`config.mk`:
```
export PLATFORM = sky130hd
export DESIGN_NAME = draw_range_batch_coalescer_unit
export DESIGN_NICKNAME = d
export VERILOG_FILES = /design/src/drbc_pkg.sv /design/src/drbc_ram.sv /design/src/draw_range_batch_coalescer_unit.sv
export SDC_FILE = /design/constraint.sdc
export NUM_CORES = 2
export LEC_CHECK = 0
export ABC_AREA = 1
export BUFFER_PORTS_ARGS = -buffer_cell sky130_fd_sc_hd__buf_2
export CORE_ASPECT_RATIO = 2
export CORE_MARGIN = 4
export CORE_UTILIZATION = 40
export CTS_CLUSTER_DIAMETER = 40
export DETAILED_ROUTE_END_ITERATION = 6
export PLACE_DENSITY = 0.63
export RECOVER_POWER = 25
export SYNTH_ARGS = -nofsm -noshare
export SYNTH_HDL_FRONTEND = slang
export SYNTH_SLANG_ARGS = --single-unit
```
`constraint.sdc`:
```
create_clock -name clock -period 25.3 [get_ports clock]
set_input_delay 2.53 -clock clock [delete_from_list [all_inputs] [get_ports clock]]
set_output_delay 2.53 -clock clock [all_outputs]
set_load 0.02 [all_outputs]
```
`src/drbc_pkg.sv`:
```
// ----------------------------------------------------------------------------
// drbc_pkg: shared types and constants of the draw range batch coalescer
// Table entry layout and default sizes.
// ----------------------------------------------------------------------------
package drbc_pkg;

   localparam int MAX_BATCHES_DEF       = 16;
   localparam int DRAW_RECORD_BYTES_DEF = 16;

   localparam logic [15:0] MAX_DRAWS_RST = 16'd4096;
   localparam logic [31:0] MAX_RANGE_RST = 32'd134217472;

   // configuration register indexes
   localparam logic [1:0] CSR_MAX_DRAWS = 2'd0;
   localparam logic [1:0] CSR_MAX_RANGE = 2'd1;

   // request commands
   localparam logic CMD_ADD   = 1'b0;
   localparam logic CMD_MERGE = 1'b1;

   typedef struct packed {
      logic [63:0] first;
      logic [63:0] last;
      logic [15:0] size;
   } entry_type;

   localparam int ENTRY_W = $bits(entry_type);

endpackage

```
`src/drbc_ram.sv`:
```
// ----------------------------------------------------------------------------
// drbc_ram: generic single-port-write, single-port-read RAM
// One write and one registered read per cycle.
// ----------------------------------------------------------------------------
module drbc_ram #(
   parameter int WIDTH = 8,
   parameter int DEPTH = 16
) (
   input  logic                     clock,
   input  logic                     wr_en,
   input  logic [$clog2(DEPTH)-1:0] wr_addr,
   input  logic [WIDTH-1:0]         wr_data,
   input  logic [$clog2(DEPTH)-1:0] rd_addr,
   output logic [WIDTH-1:0]         rd_data
);

   logic [WIDTH-1:0] mem_ff [DEPTH];
   logic [WIDTH-1:0] rd_data_ff;

   always_ff @(posedge clock) begin
      if (wr_en) begin
         mem_ff[wr_addr] <= wr_data;
      end
      rd_data_ff <= mem_ff[rd_addr];
   end

   assign rd_data = rd_data_ff;

endmodule

```
`src/draw_range_batch_coalescer_unit.sv`:
```
// ----------------------------------------------------------------------------
// draw_range_batch_coalescer_unit: ordered byte-range batch table
// Adds draws to, or merges incoming batches into, a sorted table of batches,
// inserting a new add batch with an in-place shift, or appending a merged one, when nothing fits.
// ----------------------------------------------------------------------------
// channel | direction | handshake          | payload
// req     | in        | req_valid/stall    | command, first_byte, draw_count,
//         |           |                    | last_byte, entry_count
// rsp     | out       | rsp_valid/stall    | batch_index, created, table_full,
//         |           |                    | batch_first, batch_last, batch_entries
// csr     | in        | csr_wr_en          | csr_index, csr_wdata
//
// Sequence: one request at a time. After accept an add passes a span setup
// state; a merge skips it. Each slot visited passes through RAM read, compare
// and, where needed, range check states through the single table RAM port;
// reaching the fill count ends the scan at the read state. An insert reads and
// writes each shifted entry, then writes the new batch; a done state hands the result over.
// Reset: synchronous; clears the table fill count, config to defaults.
// The table RAM itself is not cleared; only slots below the fill count are read.
// A new request is taken once the previous one is parked in the output
// register; a stalled response holds the sequencer in its final state.
// ----------------------------------------------------------------------------
module draw_range_batch_coalescer_unit #(
   parameter int MAX_BATCHES       = drbc_pkg::MAX_BATCHES_DEF,
   parameter int DRAW_RECORD_BYTES = drbc_pkg::DRAW_RECORD_BYTES_DEF
) (
   input  logic        clock,
   input  logic        reset,
   input  logic        req_valid,
   output logic        req_stall,
   input  logic        req_command,
   input  logic [63:0] req_first_byte,
   input  logic [31:0] req_draw_count,
   input  logic [63:0] req_last_byte,
   input  logic [15:0] req_entry_count,
   output logic        rsp_valid,
   input  logic        rsp_stall,
   output logic [3:0]  rsp_batch_index,
   output logic        rsp_created,
   output logic        rsp_table_full,
   output logic [63:0] rsp_batch_first,
   output logic [63:0] rsp_batch_last,
   output logic [15:0] rsp_batch_entries,
   input  logic        csr_wr_en,
   input  logic [1:0]  csr_index,
   input  logic [31:0] csr_wdata
);

   localparam int AW  = $clog2(MAX_BATCHES);
   localparam int CW  = $clog2(MAX_BATCHES + 1);
   localparam int RBW = $clog2(DRAW_RECORD_BYTES + 1);
   localparam int PW  = 32 + RBW;

   // sequencer states
   localparam logic [3:0] S_IDLE = 4'd0;
   localparam logic [3:0] S_SPAN = 4'd1;  // finish add span end
   localparam logic [3:0] S_RD   = 4'd2;  // issue slot read
   localparam logic [3:0] S_EV   = 4'd3;  // slot data back, compare
   localparam logic [3:0] S_CHK  = 4'd4;  // combined range check
   localparam logic [3:0] S_BRK  = 4'd5;  // scan ended, start insert
   localparam logic [3:0] S_SHRD = 4'd6;  // shift: read slot j-1
   localparam logic [3:0] S_SHWR = 4'd7;  // shift: write slot j
   localparam logic [3:0] S_INS  = 4'd8;  // write new batch
   localparam logic [3:0] S_DONE = 4'd9;  // hand result to output reg

   logic [3:0]  state_ff, state_in;
   logic [15:0] max_draws_ff, max_draws_in;
   logic [31:0] max_range_ff, max_range_in;
   logic [CW-1:0] used_ff, used_in;
   logic [CW-1:0] idx_ff, idx_in;
   logic [CW-1:0] pos_ff, pos_in;

   logic        cmd_ff, cmd_in;
   logic [63:0] lo_ff, lo_in;
   logic [63:0] hi_ff, hi_in;
   logic [15:0] n_ff, n_in;
   logic [PW-1:0] prod_ff, prod_in;

   // per-slot working values
   logic [63:0] emin_ff, emin_in;
   logic [63:0] emax_ff, emax_in;
   logic [15:0] sz_ff, sz_in;
   logic        lo_lt_bs_ff, lo_lt_bs_in;

   // finished result
   logic [3:0]  res_index_ff, res_index_in;
   logic        res_created_ff, res_created_in;
   logic        res_full_ff, res_full_in;
   logic [63:0] res_first_ff, res_first_in;
   logic [63:0] res_last_ff, res_last_in;
   logic [15:0] res_entries_ff, res_entries_in;

   logic        rsp_valid_ff, rsp_valid_in;
   logic [3:0]  rsp_index_ff;
   logic        rsp_created_ff, rsp_full_ff;
   logic [63:0] rsp_first_ff, rsp_last_ff;
   logic [15:0] rsp_entries_ff;

   // table RAM port
   logic                 ram_we;
   logic [AW-1:0]        ram_waddr, ram_raddr;
   drbc_pkg::entry_type  ram_wdata, ram_rdata;

   // compare unit signals
   logic        req_take, out_load;
   logic        slot_full, lo_lt_bs, hi_le_be, covered;
   logic [63:0] diff;
   logic [16:0] merge_sz;
   logic        fits;
   logic [CW-1:0] idx_dec;

   drbc_ram #(
      .WIDTH (drbc_pkg::ENTRY_W),
      .DEPTH (MAX_BATCHES)
   ) u_table (
      .clock   (clock),
      .wr_en   (ram_we),
      .wr_addr (ram_waddr),
      .wr_data (ram_wdata),
      .rd_addr (ram_raddr),
      .rd_data (ram_rdata)
   );

   assign req_stall = (state_ff != S_IDLE);
   assign req_take  = req_valid && !req_stall;
   assign out_load  = (state_ff == S_DONE) && (!rsp_valid_ff || !rsp_stall);

   // slot compares on RAM read data
   assign slot_full = (ram_rdata.size >= max_draws_ff);
   assign lo_lt_bs  = (lo_ff < ram_rdata.first);
   assign hi_le_be  = (hi_ff <= ram_rdata.last);
   assign covered   = !lo_lt_bs && hi_le_be;

   // range check on registered extremes
   assign diff     = emax_ff - emin_ff;
   assign merge_sz = {1'b0, sz_ff} + {1'b0, n_ff};
   assign fits     = (cmd_ff == drbc_pkg::CMD_ADD)
                     ? (diff < {32'd0, max_range_ff})
                     : ((diff <= {32'd0, max_range_ff}) &&
                        (merge_sz <= {1'b0, max_draws_ff}));
   assign idx_dec  = idx_ff - CW'(1);

   always_comb begin
      state_in       = state_ff;
      max_draws_in   = max_draws_ff;
      max_range_in   = max_range_ff;
      used_in        = used_ff;
      idx_in         = idx_ff;
      pos_in         = pos_ff;
      cmd_in         = cmd_ff;
      lo_in          = lo_ff;
      hi_in          = hi_ff;
      n_in           = n_ff;
      prod_in        = prod_ff;
      emin_in        = emin_ff;
      emax_in        = emax_ff;
      sz_in          = sz_ff;
      lo_lt_bs_in    = lo_lt_bs_ff;
      res_index_in   = res_index_ff;
      res_created_in = res_created_ff;
      res_full_in    = res_full_ff;
      res_first_in   = res_first_ff;
      res_last_in    = res_last_ff;
      res_entries_in = res_entries_ff;
      ram_we         = 1'b0;
      ram_waddr      = idx_ff[AW-1:0];
      ram_raddr      = idx_ff[AW-1:0];
      ram_wdata      = '{first: emin_ff, last: emax_ff, size: sz_ff + 16'd1};

      if (csr_wr_en) begin
         case (csr_index)
            drbc_pkg::CSR_MAX_DRAWS: max_draws_in = csr_wdata[15:0];
            drbc_pkg::CSR_MAX_RANGE: max_range_in = csr_wdata;
            default: ;
         endcase
      end

      case (state_ff)
         S_IDLE: begin
            if (req_take) begin
               cmd_in  = req_command;
               lo_in   = req_first_byte;
               hi_in   = req_last_byte;
               n_in    = req_entry_count;
               prod_in = PW'(req_draw_count) * PW'(DRAW_RECORD_BYTES);
               idx_in  = '0;
               state_in = (req_command == drbc_pkg::CMD_ADD) ? S_SPAN : S_RD;
            end
         end
         S_SPAN: begin
            hi_in    = lo_ff + 64'(prod_ff) - 64'd1;
            state_in = S_RD;
         end
         S_RD: begin
            if (idx_ff == used_ff) begin
               state_in = S_BRK;
            end else begin
               state_in = S_EV;
            end
         end
         S_EV: begin
            sz_in       = ram_rdata.size;
            lo_lt_bs_in = lo_lt_bs;
            emin_in     = lo_lt_bs ? lo_ff : ram_rdata.first;
            emax_in     = hi_le_be ? ram_rdata.last : hi_ff;
            if (cmd_ff == drbc_pkg::CMD_MERGE) begin
               state_in = S_CHK;
            end else if (slot_full) begin
               if (lo_lt_bs) begin
                  state_in = S_BRK;
               end else begin
                  idx_in   = idx_ff + CW'(1);
                  state_in = S_RD;
               end
            end else if (covered) begin
               // draw already inside this batch: count it only
               ram_we         = 1'b1;
               ram_wdata      = '{first: ram_rdata.first, last: ram_rdata.last,
                                  size: ram_rdata.size + 16'd1};
               res_index_in   = 4'(idx_ff);
               res_created_in = 1'b0;
               res_full_in    = 1'b0;
               res_first_in   = ram_rdata.first;
               res_last_in    = ram_rdata.last;
               res_entries_in = ram_rdata.size + 16'd1;
               state_in       = S_DONE;
            end else begin
               state_in = S_CHK;
            end
         end
         S_CHK: begin
            if (fits) begin
               ram_we = 1'b1;
               if (cmd_ff == drbc_pkg::CMD_MERGE) begin
                  ram_wdata.size = merge_sz[15:0];
               end
               res_index_in   = 4'(idx_ff);
               res_created_in = 1'b0;
               res_full_in    = 1'b0;
               res_first_in   = emin_ff;
               res_last_in    = emax_ff;
               res_entries_in = ram_wdata.size;
               state_in       = S_DONE;
            end else if (lo_lt_bs_ff) begin
               state_in = S_BRK;
            end else begin
               idx_in   = idx_ff + CW'(1);
               state_in = S_RD;
            end
         end
         S_BRK: begin
            // merges always append; adds insert where the scan stopped
            pos_in = (cmd_ff == drbc_pkg::CMD_MERGE) ? used_ff : idx_ff;
            idx_in = used_ff;
            if (used_ff == CW'(MAX_BATCHES)) begin
               res_index_in   = 4'd0;
               res_created_in = 1'b0;
               res_full_in    = 1'b1;
               res_first_in   = '0;
               res_last_in    = '0;
               res_entries_in = '0;
               state_in       = S_DONE;
            end else begin
               state_in = S_SHRD;
            end
         end
         S_SHRD: begin
            ram_raddr = idx_dec[AW-1:0];
            state_in  = (idx_ff == pos_ff) ? S_INS : S_SHWR;
         end
         S_SHWR: begin
            ram_we    = 1'b1;
            ram_wdata = ram_rdata;
            idx_in    = idx_dec;
            state_in  = S_SHRD;
         end
         S_INS: begin
            ram_we    = 1'b1;
            ram_waddr = pos_ff[AW-1:0];
            ram_wdata = '{first: lo_ff, last: hi_ff,
                          size: (cmd_ff == drbc_pkg::CMD_MERGE) ? n_ff : 16'd1};
            used_in        = used_ff + CW'(1);
            res_index_in   = 4'(pos_ff);
            res_created_in = 1'b1;
            res_full_in    = 1'b0;
            res_first_in   = lo_ff;
            res_last_in    = hi_ff;
            res_entries_in = ram_wdata.size;
            state_in       = S_DONE;
         end
         S_DONE: begin
            if (out_load) begin
               state_in = S_IDLE;
            end
         end
         default: state_in = S_IDLE;
      endcase
   end

   always_comb begin
      if (out_load) begin
         rsp_valid_in = 1'b1;
      end else if (!rsp_stall) begin
         rsp_valid_in = 1'b0;
      end else begin
         rsp_valid_in = rsp_valid_ff;
      end
   end

   always_ff @(posedge clock) begin
      if (reset) begin
         state_ff     <= S_IDLE;
         used_ff      <= '0;
         rsp_valid_ff <= 1'b0;
         max_draws_ff <= drbc_pkg::MAX_DRAWS_RST;
         max_range_ff <= drbc_pkg::MAX_RANGE_RST;
      end else begin
         state_ff     <= state_in;
         used_ff      <= used_in;
         rsp_valid_ff <= rsp_valid_in;
         max_draws_ff <= max_draws_in;
         max_range_ff <= max_range_in;
      end
   end

   always_ff @(posedge clock) begin
      idx_ff         <= idx_in;
      pos_ff         <= pos_in;
      cmd_ff         <= cmd_in;
      lo_ff          <= lo_in;
      hi_ff          <= hi_in;
      n_ff           <= n_in;
      prod_ff        <= prod_in;
      emin_ff        <= emin_in;
      emax_ff        <= emax_in;
      sz_ff          <= sz_in;
      lo_lt_bs_ff    <= lo_lt_bs_in;
      res_index_ff   <= res_index_in;
      res_created_ff <= res_created_in;
      res_full_ff    <= res_full_in;
      res_first_ff   <= res_first_in;
      res_last_ff    <= res_last_in;
      res_entries_ff <= res_entries_in;
      if (out_load) begin
         rsp_index_ff   <= res_index_ff;
         rsp_created_ff <= res_created_ff;
         rsp_full_ff    <= res_full_ff;
         rsp_first_ff   <= res_first_ff;
         rsp_last_ff    <= res_last_ff;
         rsp_entries_ff <= res_entries_ff;
      end
   end

   assign rsp_valid         = rsp_valid_ff;
   assign rsp_batch_index   = rsp_index_ff;
   assign rsp_created       = rsp_created_ff;
   assign rsp_table_full    = rsp_full_ff;
   assign rsp_batch_first   = rsp_first_ff;
   assign rsp_batch_last    = rsp_last_ff;
   assign rsp_batch_entries = rsp_entries_ff;

   // fill count never passes the table depth
   a_used_bound: assert property (@(posedge clock) disable iff (reset)
      used_ff <= CW'(MAX_BATCHES))
      else $error("batch table fill count overflow");

   // a refused insert never reports a new batch
   a_full_no_create: assert property (@(posedge clock) disable iff (reset)
      rsp_valid_ff && rsp_full_ff |-> !rsp_created_ff)
      else $error("table full reported with created batch");

   // the fill count grows only through the insert step
   a_used_step: assert property (@(posedge clock) disable iff (reset)
      used_ff != $past(used_ff) |-> $past(state_ff) == S_INS)
      else $error("fill count changed outside insert");

endmodule
```
### Word level (Yosys, flattened, before mapping)

Memories as Yosys holds them, arrays and structs flattened. A register that Yosys moved wholly into a read port is not among the register bits.
Cells that the tools add are included.

| operators by class | value |
|---|---|
| add/sub/neg operators | 9 |
| $lt $le $gt $ge | 6 |
| equality and inequality tests | 25 |
| multiplexer cells | 76 |
| reduce and logical (&&, ||, !) cells | 23 |

Operators with widths:

| operator | number |
|---|---|
| 2-to-1 mux 64 bit | 12 |
| case mux 64 bit (4 select lines) | 2 |
| 2-to-1 mux 144 bit | 3 |
| case mux 128 bit (3 select lines) | 1 |
| 2-to-1 mux 16 bit | 8 |
| case mux 16 bit (4 select lines) | 2 |
| case mux 64 bit (2 select lines) | 1 |
| adder 64 x 36 -> 64 bit | 1 |
| <= comparator 64 x 32 -> 1 bit | 1 |
| <= comparator 64 bit | 1 |
| < comparator 64 x 32 -> 1 bit | 1 |
| < comparator 64 bit | 1 |
| subtractor 64 x 1 -> 64 bit (second input constant) | 1 |
| subtractor 64 bit | 1 |
| 2-to-1 mux 4 bit | 15 |
| case mux 4 bit (10 select lines) | 1 |
| 2-to-1 mux 5 bit | 7 |
| adder 16 x 1 -> 16 bit (second input constant) | 2 |
| case mux 5 bit (5 select lines) | 1 |
| != test 2 bit (second input constant) | 11 |
| adder 16 x 16 -> 17 bit | 1 |
| <= comparator 17 x 16 -> 1 bit | 1 |
| equality test 4 x 3 -> 1 bit (second input constant) | 4 |
| greater-or-equal comparator 16 bit | 1 |
| other kinds (27) | 59 |

| word-level totals | value |
|---|---|
| register bits | 690 |
| memory bits (writable) | 2304 |
| input bits | 216 |
| word-level logic and storage cells | 168 |
| memories | 1 |

Memories:

| memory | depth | width | rd ports | clocked after memory_dff | write ports | line | text |
|---|---|---|---|---|---|---|---|
| u_table.mem_ff | 16 | 144 | 1 | 1 | 1 | drbc_ram.sv:17 | `logic [WIDTH-1:0] mem_ff [DEPTH];` |

### Logic depth before layout (Yosys ltp)

| depth | value |
|---|---|
| word-level depth | 9 |
| depth in mapped cells | 34 |

### Modules after synthesis

Synthesis repeated with hierarchy kept, for this count alone.

| unflattened totals | value |
|---|---|
| cell total of the unflattened synthesis | 14892 |
| area total of the unflattened synthesis | 146988.5 um^2 |

By module, submodules not included:

| module | instances | cells each | area an instance (um^2) | sequential area each (um^2) |
|---|---|---|---|---|
| drbc_ram | 1 | 8758 | 98557.0 | 72069.1 |
| draw_range_batch_coalescer_unit | 1 | 6134 | 48431.4 | 20139.3 |

### Worst setup path after synthesis

OpenSTA, ideal clock, no wires.

| timing path | value |
|---|---|
| path type | flip-flop to flip-flop |
| from | register emax_ff[0] |
| to | register res_created_ff, enable pin |
| arrival | 10606 ps |
| slack | 13984 ps |
| cell stages (with the launch flop) | 30 |
| buffers on the path | 1 |
| clock period less this slack | 11316 ps |
| path through | edfxtp_1 > inv_1 > ha_1 > inv_1 > fa_1 > nand3_1 > nand3_2 > nand2_1 > nand2_1 > nand2_1 > nand2_2 > nand2_1 > nand2_1 > xor2_1 > ha_1 > nand2_1 > nor2_1 > nand2_1 > nor3_1 > nand4_1 > nand2_1 > inv_1 > nor2_1 > nand3_1 > nor2_1 > nand2_1 > nor2_4 > nand3_2 > buf_2 > a21oi_1 |

| between the ends | value |
|---|---|
| longest elaborated chain between the ends | 6 |
| elaborated cells between the ends (all ways) | 7 |
| classes of those cells | add/sub: 1; order compare: 2; eq/ne: 1; mux: 1; reduce/logical: 2 |

RTL lines:

| what | line | text |
|---|---|---|
| from (decl) | draw_range_batch_coalescer_unit.sv:81 | `logic [63:0] emax_ff, emax_in;` |
| from (signal assigned) | draw_range_batch_coalescer_unit.sv:335 | `emax_ff <= emax_in;` |
| subtractor 64 bit * | draw_range_batch_coalescer_unit.sv:135 | `assign diff = emax_ff - emin_ff;` |
| <= comparator 64 x 32 -> 1 bit | draw_range_batch_coalescer_unit.sv:139 | `: ((diff <= {32'd0, max_range_ff}) &&` |
| logical AND 1 bit | draw_range_batch_coalescer_unit.sv:139 |  |
| 2-to-1 mux 1 bit * | draw_range_batch_coalescer_unit.sv:138 | `? (diff < {32'd0, max_range_ff})` |
| != test 2 bit (no line) * | - |  |
| AND reduction 6 bit (no line) * | - |  |
| to (signal assigned) | draw_range_batch_coalescer_unit.sv:339 | `res_created_ff <= res_created_in;` |
| to (decl) | draw_range_batch_coalescer_unit.sv:87 | `logic res_created_ff, res_created_in;` |

Every way passes the cells marked *; elsewhere a longest branch is shown, timed or not.
A chain may end at the register's enable or synchronous reset.

### Worst setup path in the final report

| timing path | value |
|---|---|
| from | register state_ff[2] |
| to | register u_table.rd_data_ff[83], in the netlist u_table.rd_data[83], read port of u_table.mem_ff |

| between the ends | value |
|---|---|
| longest elaborated chain between the ends | 2 |

RTL lines:

| what | line | text |
|---|---|---|
| from (decl) | draw_range_batch_coalescer_unit.sv:66 | `logic [3:0] state_ff, state_in;` |
| from (signal assigned) | draw_range_batch_coalescer_unit.sv:318 | `state_ff <= state_in;` |
| equality test 4 x 3 -> 1 bit | draw_range_batch_coalescer_unit.sv:178 | `case (state_ff)` |
| 2-to-1 mux 4 bit | draw_range_batch_coalescer_unit.sv:178 |  |
| to (decl) | drbc_ram.sv:18 | `logic [WIDTH-1:0] rd_data_ff;` |

No other way between the ends.

==> key figures <==
Outcome
  – Outcome: finished, violations left
  – Failing checks: design-rule violations, max-capacitance violations, max-slew violations

Global routing
  – Maximum number of pins on one net before global-route repair: between 100 and 150
  – Vias in the first global route: approximately 100000
  – Total grt overflow: 0
  – Global-route wire length before repair: 774000 um
  – Antenna violations before repair: ~120
  – Tot GR Track Use: 30.9%

Timing
  – Max-slew violations: 2538
  – Total Negative Setup Slacks: 0 ns
  – Final setup fails: 0
  – Slew @ Worst Pin: approximately 4.9 ns
  – Final clock skew: 0.0728 ns
  – Fmax: 0.0734 GHz
  – RSZ-0062 raised after global routing: no
  – Final Hold Vio Count: 0
  – Post-layout minimum cycle time: 13.62 ns
  – Worst rel slew slack: -226%
  – Final hold slack: between 0.4 and 0.5 ns
  – Final worst path period share: a little over half
  – Setup ws final: 11.68 ns

Hold path
  – Worst Hold Class: reg -> reg
  – HP Start: res_entries_ff[3]
  – Worst hold endpoint: rsp_batch_entries[3]
  – Hold depth: 0

Setup path
  – Worst path cell trace: inv_1 -> nor2_1 -> inv_1 -> nor2_1 -> inv_1 -> nand2_1 -> nand2_1 -> clkinvlp_2 -> clkbuf_1 -> clkbuf_1 -> buf_4 -> buf_4 -> o21ai_0 -> o22ai_1 -> o21ai_0 -> o22ai_1
  – CP Max Fanout: 139
  – Crit-path max cell delay: 3.61 ns
  – FF-to-FF path depth: 16
  – Worst R2R End: u_table.rd_data[83]
  – Critical path type: reg -> reg
  – CP startpoint kind: flip-flop
  – Critical Path AT: 14.30 ns
  – Required @ worst endpoint: 25.98 ns
  – CP endpoint kind: flip-flop
  – R2r startpoint: state_ff[2]
  – FF-to-FF setup slack: around 12 ns
  – CP most frequent cell: inv_1
  – CP max-delay cell: clkinvlp_2

Synth
  – Ys flop type: edfxtp_1
  – Syn Std Cell Area: 0.139 mm^2
  – Seq cells post-synth: 3138
  – Multiplexer area fraction after synthesis: 0%
  – Synth Area in XOR/XNOR: less than 1%
  – Synth warnings: 0
  – Distinct cells, synth: 60
  – Compound-Gate Fraction of Synth Area: 14.3%
  – Combinational family with the most area after synthesis: compound AO/OA/AOI/OAI gates
  – Synth top area share: 63.4%
  – Post-Synth Simple-Gate Area: 10.6%
  – Synth Instances: roughly 12000
  – Asr flop ratio synth: 0%
  – Syn Nets: 13000
  – Post-synthesis sequential area ratio: 66.4%
  – Cell taking the most area after synthesis: edfxtp_1
  – Post-synth EDFFs: between 2000 and 3000
  – Area contributors post-synth: edfxtp_1, o21ai_0, nor2_1, nand2_1, ha_1
  – Mapped Avg Cell Area: ~11 um^2
  – Synth top cells by count: edfxtp_1, o21ai_0, nor2_1
  – Most frequent cell after synthesis: edfxtp_1
  – Adder-cell share of the synthesized area: 3.37%

CTS
  – Clock sinks: between 3000 and 4000
  – CTS tree: done
  – Hold_buf cts: 0
  – Root Driver: clkbuf_16
  – Num CTS Buffers: 303
  – Clock latency on the worst-skew pair: around 0.93 ns
  – Setup bufs post-CTS: 0
  – CTS clk-pin slew, worst paths: 0.07 ns
  – Deepest clock path buffer count: 4
  – H-tree depth: 5
  – Resize count post-CTS: 0

Placement
  – IO buf count: 367
  – Dpl hpwl: 396000 um
  – Post-place setup slack: 15.91 ns
  – RePlAce Congestion: 1.10

Cells and area
  – Final Util: between 40% and 50%
  – Share of cells above drive strength 1: 8.42%
  – Area of the multi-input gates: 0.0408 mm^2
  – Register area: 0.0922 mm^2
  – Final Net Count: 13200
  – Fill cells: 31900
  – Area growth, synth to finish: 12.6%

Job
  – Max Cap Viol: 60

Routing
  – DR vias: 104000
  – Via/cell ratio: 5.90
  – DRC errors left: 16
  – Drt total wl: 569000 um
  – Avg WL per Cell: 32.3 um
  – DR iter-0 viols: 11600
  – Post-DRT Antenna Nets: 0
  – DR pass1 iterations: 7

Floorplanning
  – Starting density of the core: approximately 40%
  – Die height: 842 um
  – Row cnt: 305
  – Core area: 0.345 mm^2
  – DIE WIDTH: 425 um
  – Die area: 0.357 mm^2
  – I/O pin count: about 370

Pwr
  – Leak pwr: 55.4 nW
  – Flop pwr share: 37.1%
  – Switching power: 7.55 mW
  – Max VDD drop: between 0.07 and 0.08 mV
  – Clock share of power: 25.9%
  – Comb pwr share: 37.0%
  – Total power: 18.1 mW
  – Switching Fraction: 41.6%
  – Pwr per Cell Area: approximately 120 mW/mm^2
  – Internal: 10.6 mW
[layout by cell type (no fill, tap or decap), types with 73 or more instances in the layout]
cell type	n
o2111ai_2	73
inv_1	990
clkbuf_1	292
edfxtp_1	2936
nand2_1	1433
buf_2	183
nor2_1	1727
a21oi_1	494
dfxtp_1	202
ha_1	370
clkbuf_16	313
xor2_1	85
o21ai_0	1832
o221ai_1	252
diode_2	120
buf_4	161
o22ai_1	568
nand3_1	210
[how the worst max path moves through the flow]
stage / from / endpoint / slack (ns)
global placement: emin_ff[9] / res_last_ff[43] / 16.00
detailed placement: emin_ff[9] / res_last_ff[37] / 15.91
CTS: emin_ff[9] / res_last_ff[36] / 15.89
floorplan: emax_ff[0] / res_created_ff / 13.98
global route: state_ff[2] / u_table.rd_data[84] / 10.91
finish: state_ff[2] / u_table.rd_data[83] / 11.68
[per-stage QoR]
stage / cells / cell area [um^2]
final: 17600 / 156000
after global routing: 17600 / 156000
after CTS: 17500 / 157000
after detailed placement: 17000 / 147000
after global placement: 17000 / 147000
after floorplan: 12400 / 139000
[sequential cells by signal, indices dropped and copies added, names as in the netlist, 4 cells and up]
signal,cells
state_ff,4
rsp_batch_index,4
res_first_ff,64
u_table.mem_ff,2304
lo_ff,64
rsp_batch_entries,16
sz_ff,16
res_entries_ff,16
pos_ff,5
res_index_ff,4
n_ff,16
rsp_batch_first,64
emin_ff,64
max_range_ff,32
rsp_batch_last,64
used_ff,5
max_draws_ff,16
emax_ff,64
hi_ff,64
prod_ff,32
res_last_ff,64
idx_ff,5
u_table.rd_data,144
[cell type report]
class	count	share of cell area [%]
inverters	1037	2.59
clock buffers	367	5.23
repair buffers	606	2.08
well taps	4605	3.68
diodes	120	0.192
clock inverters	177	1.23
multi-input cells	7568	26.1
flip-flops and latches	3138	58.9
[power by group through the flow]
stage / combinational (mW) / clock (mW) / sequential, mW
after CTS: 6.47 / 4.74 / 6.70
after detailed placement: 6.45 / 0 / 6.81
after global routing: 7.13 / 4.94 / 6.74
after global placement: 6.42 / 0 / 6.81
after floorplan: 3.70 / 0 / 6.55
final: 6.71 / 4.70 / 6.74
[metal layers]
layer,track usage (%),part of all wire (%),routed length (um)
met5,0,0.048,271
met4,24.8,9.7,55300
met3,6.51,7.8,44400
met2,52.3,49,278000
met1,33.6,34,191000
[worst max-delay path: cells and delay by family, from the launching register on]
kind | cells | cell delay [ns]
buffers and inverters | 8 | 9.75
AOI/OAI and AO/OA | 4 | 1.23
DFF | 1 | 0.35
and+or+nand+nor | 4 | 1.61
[logic make-up (layout without fill, tap and decap cells)]
| group | count (synthesis) | count (layout) |
|---|---|---|
| and+or+nand+nor | 3635 | 3635 |
| AOI/OAI and AO/OA | 3449 | 3449 |
| DFF | 3138 | 3138 |
| buffers and inverters | 1706 | 2187 |
| adders and majority gates | 373 | 373 |
| xor gates and xnor gates | 111 | 111 |
| other | 0 | 120 |
Note: power is estimated with default switching activity, not from simulation.
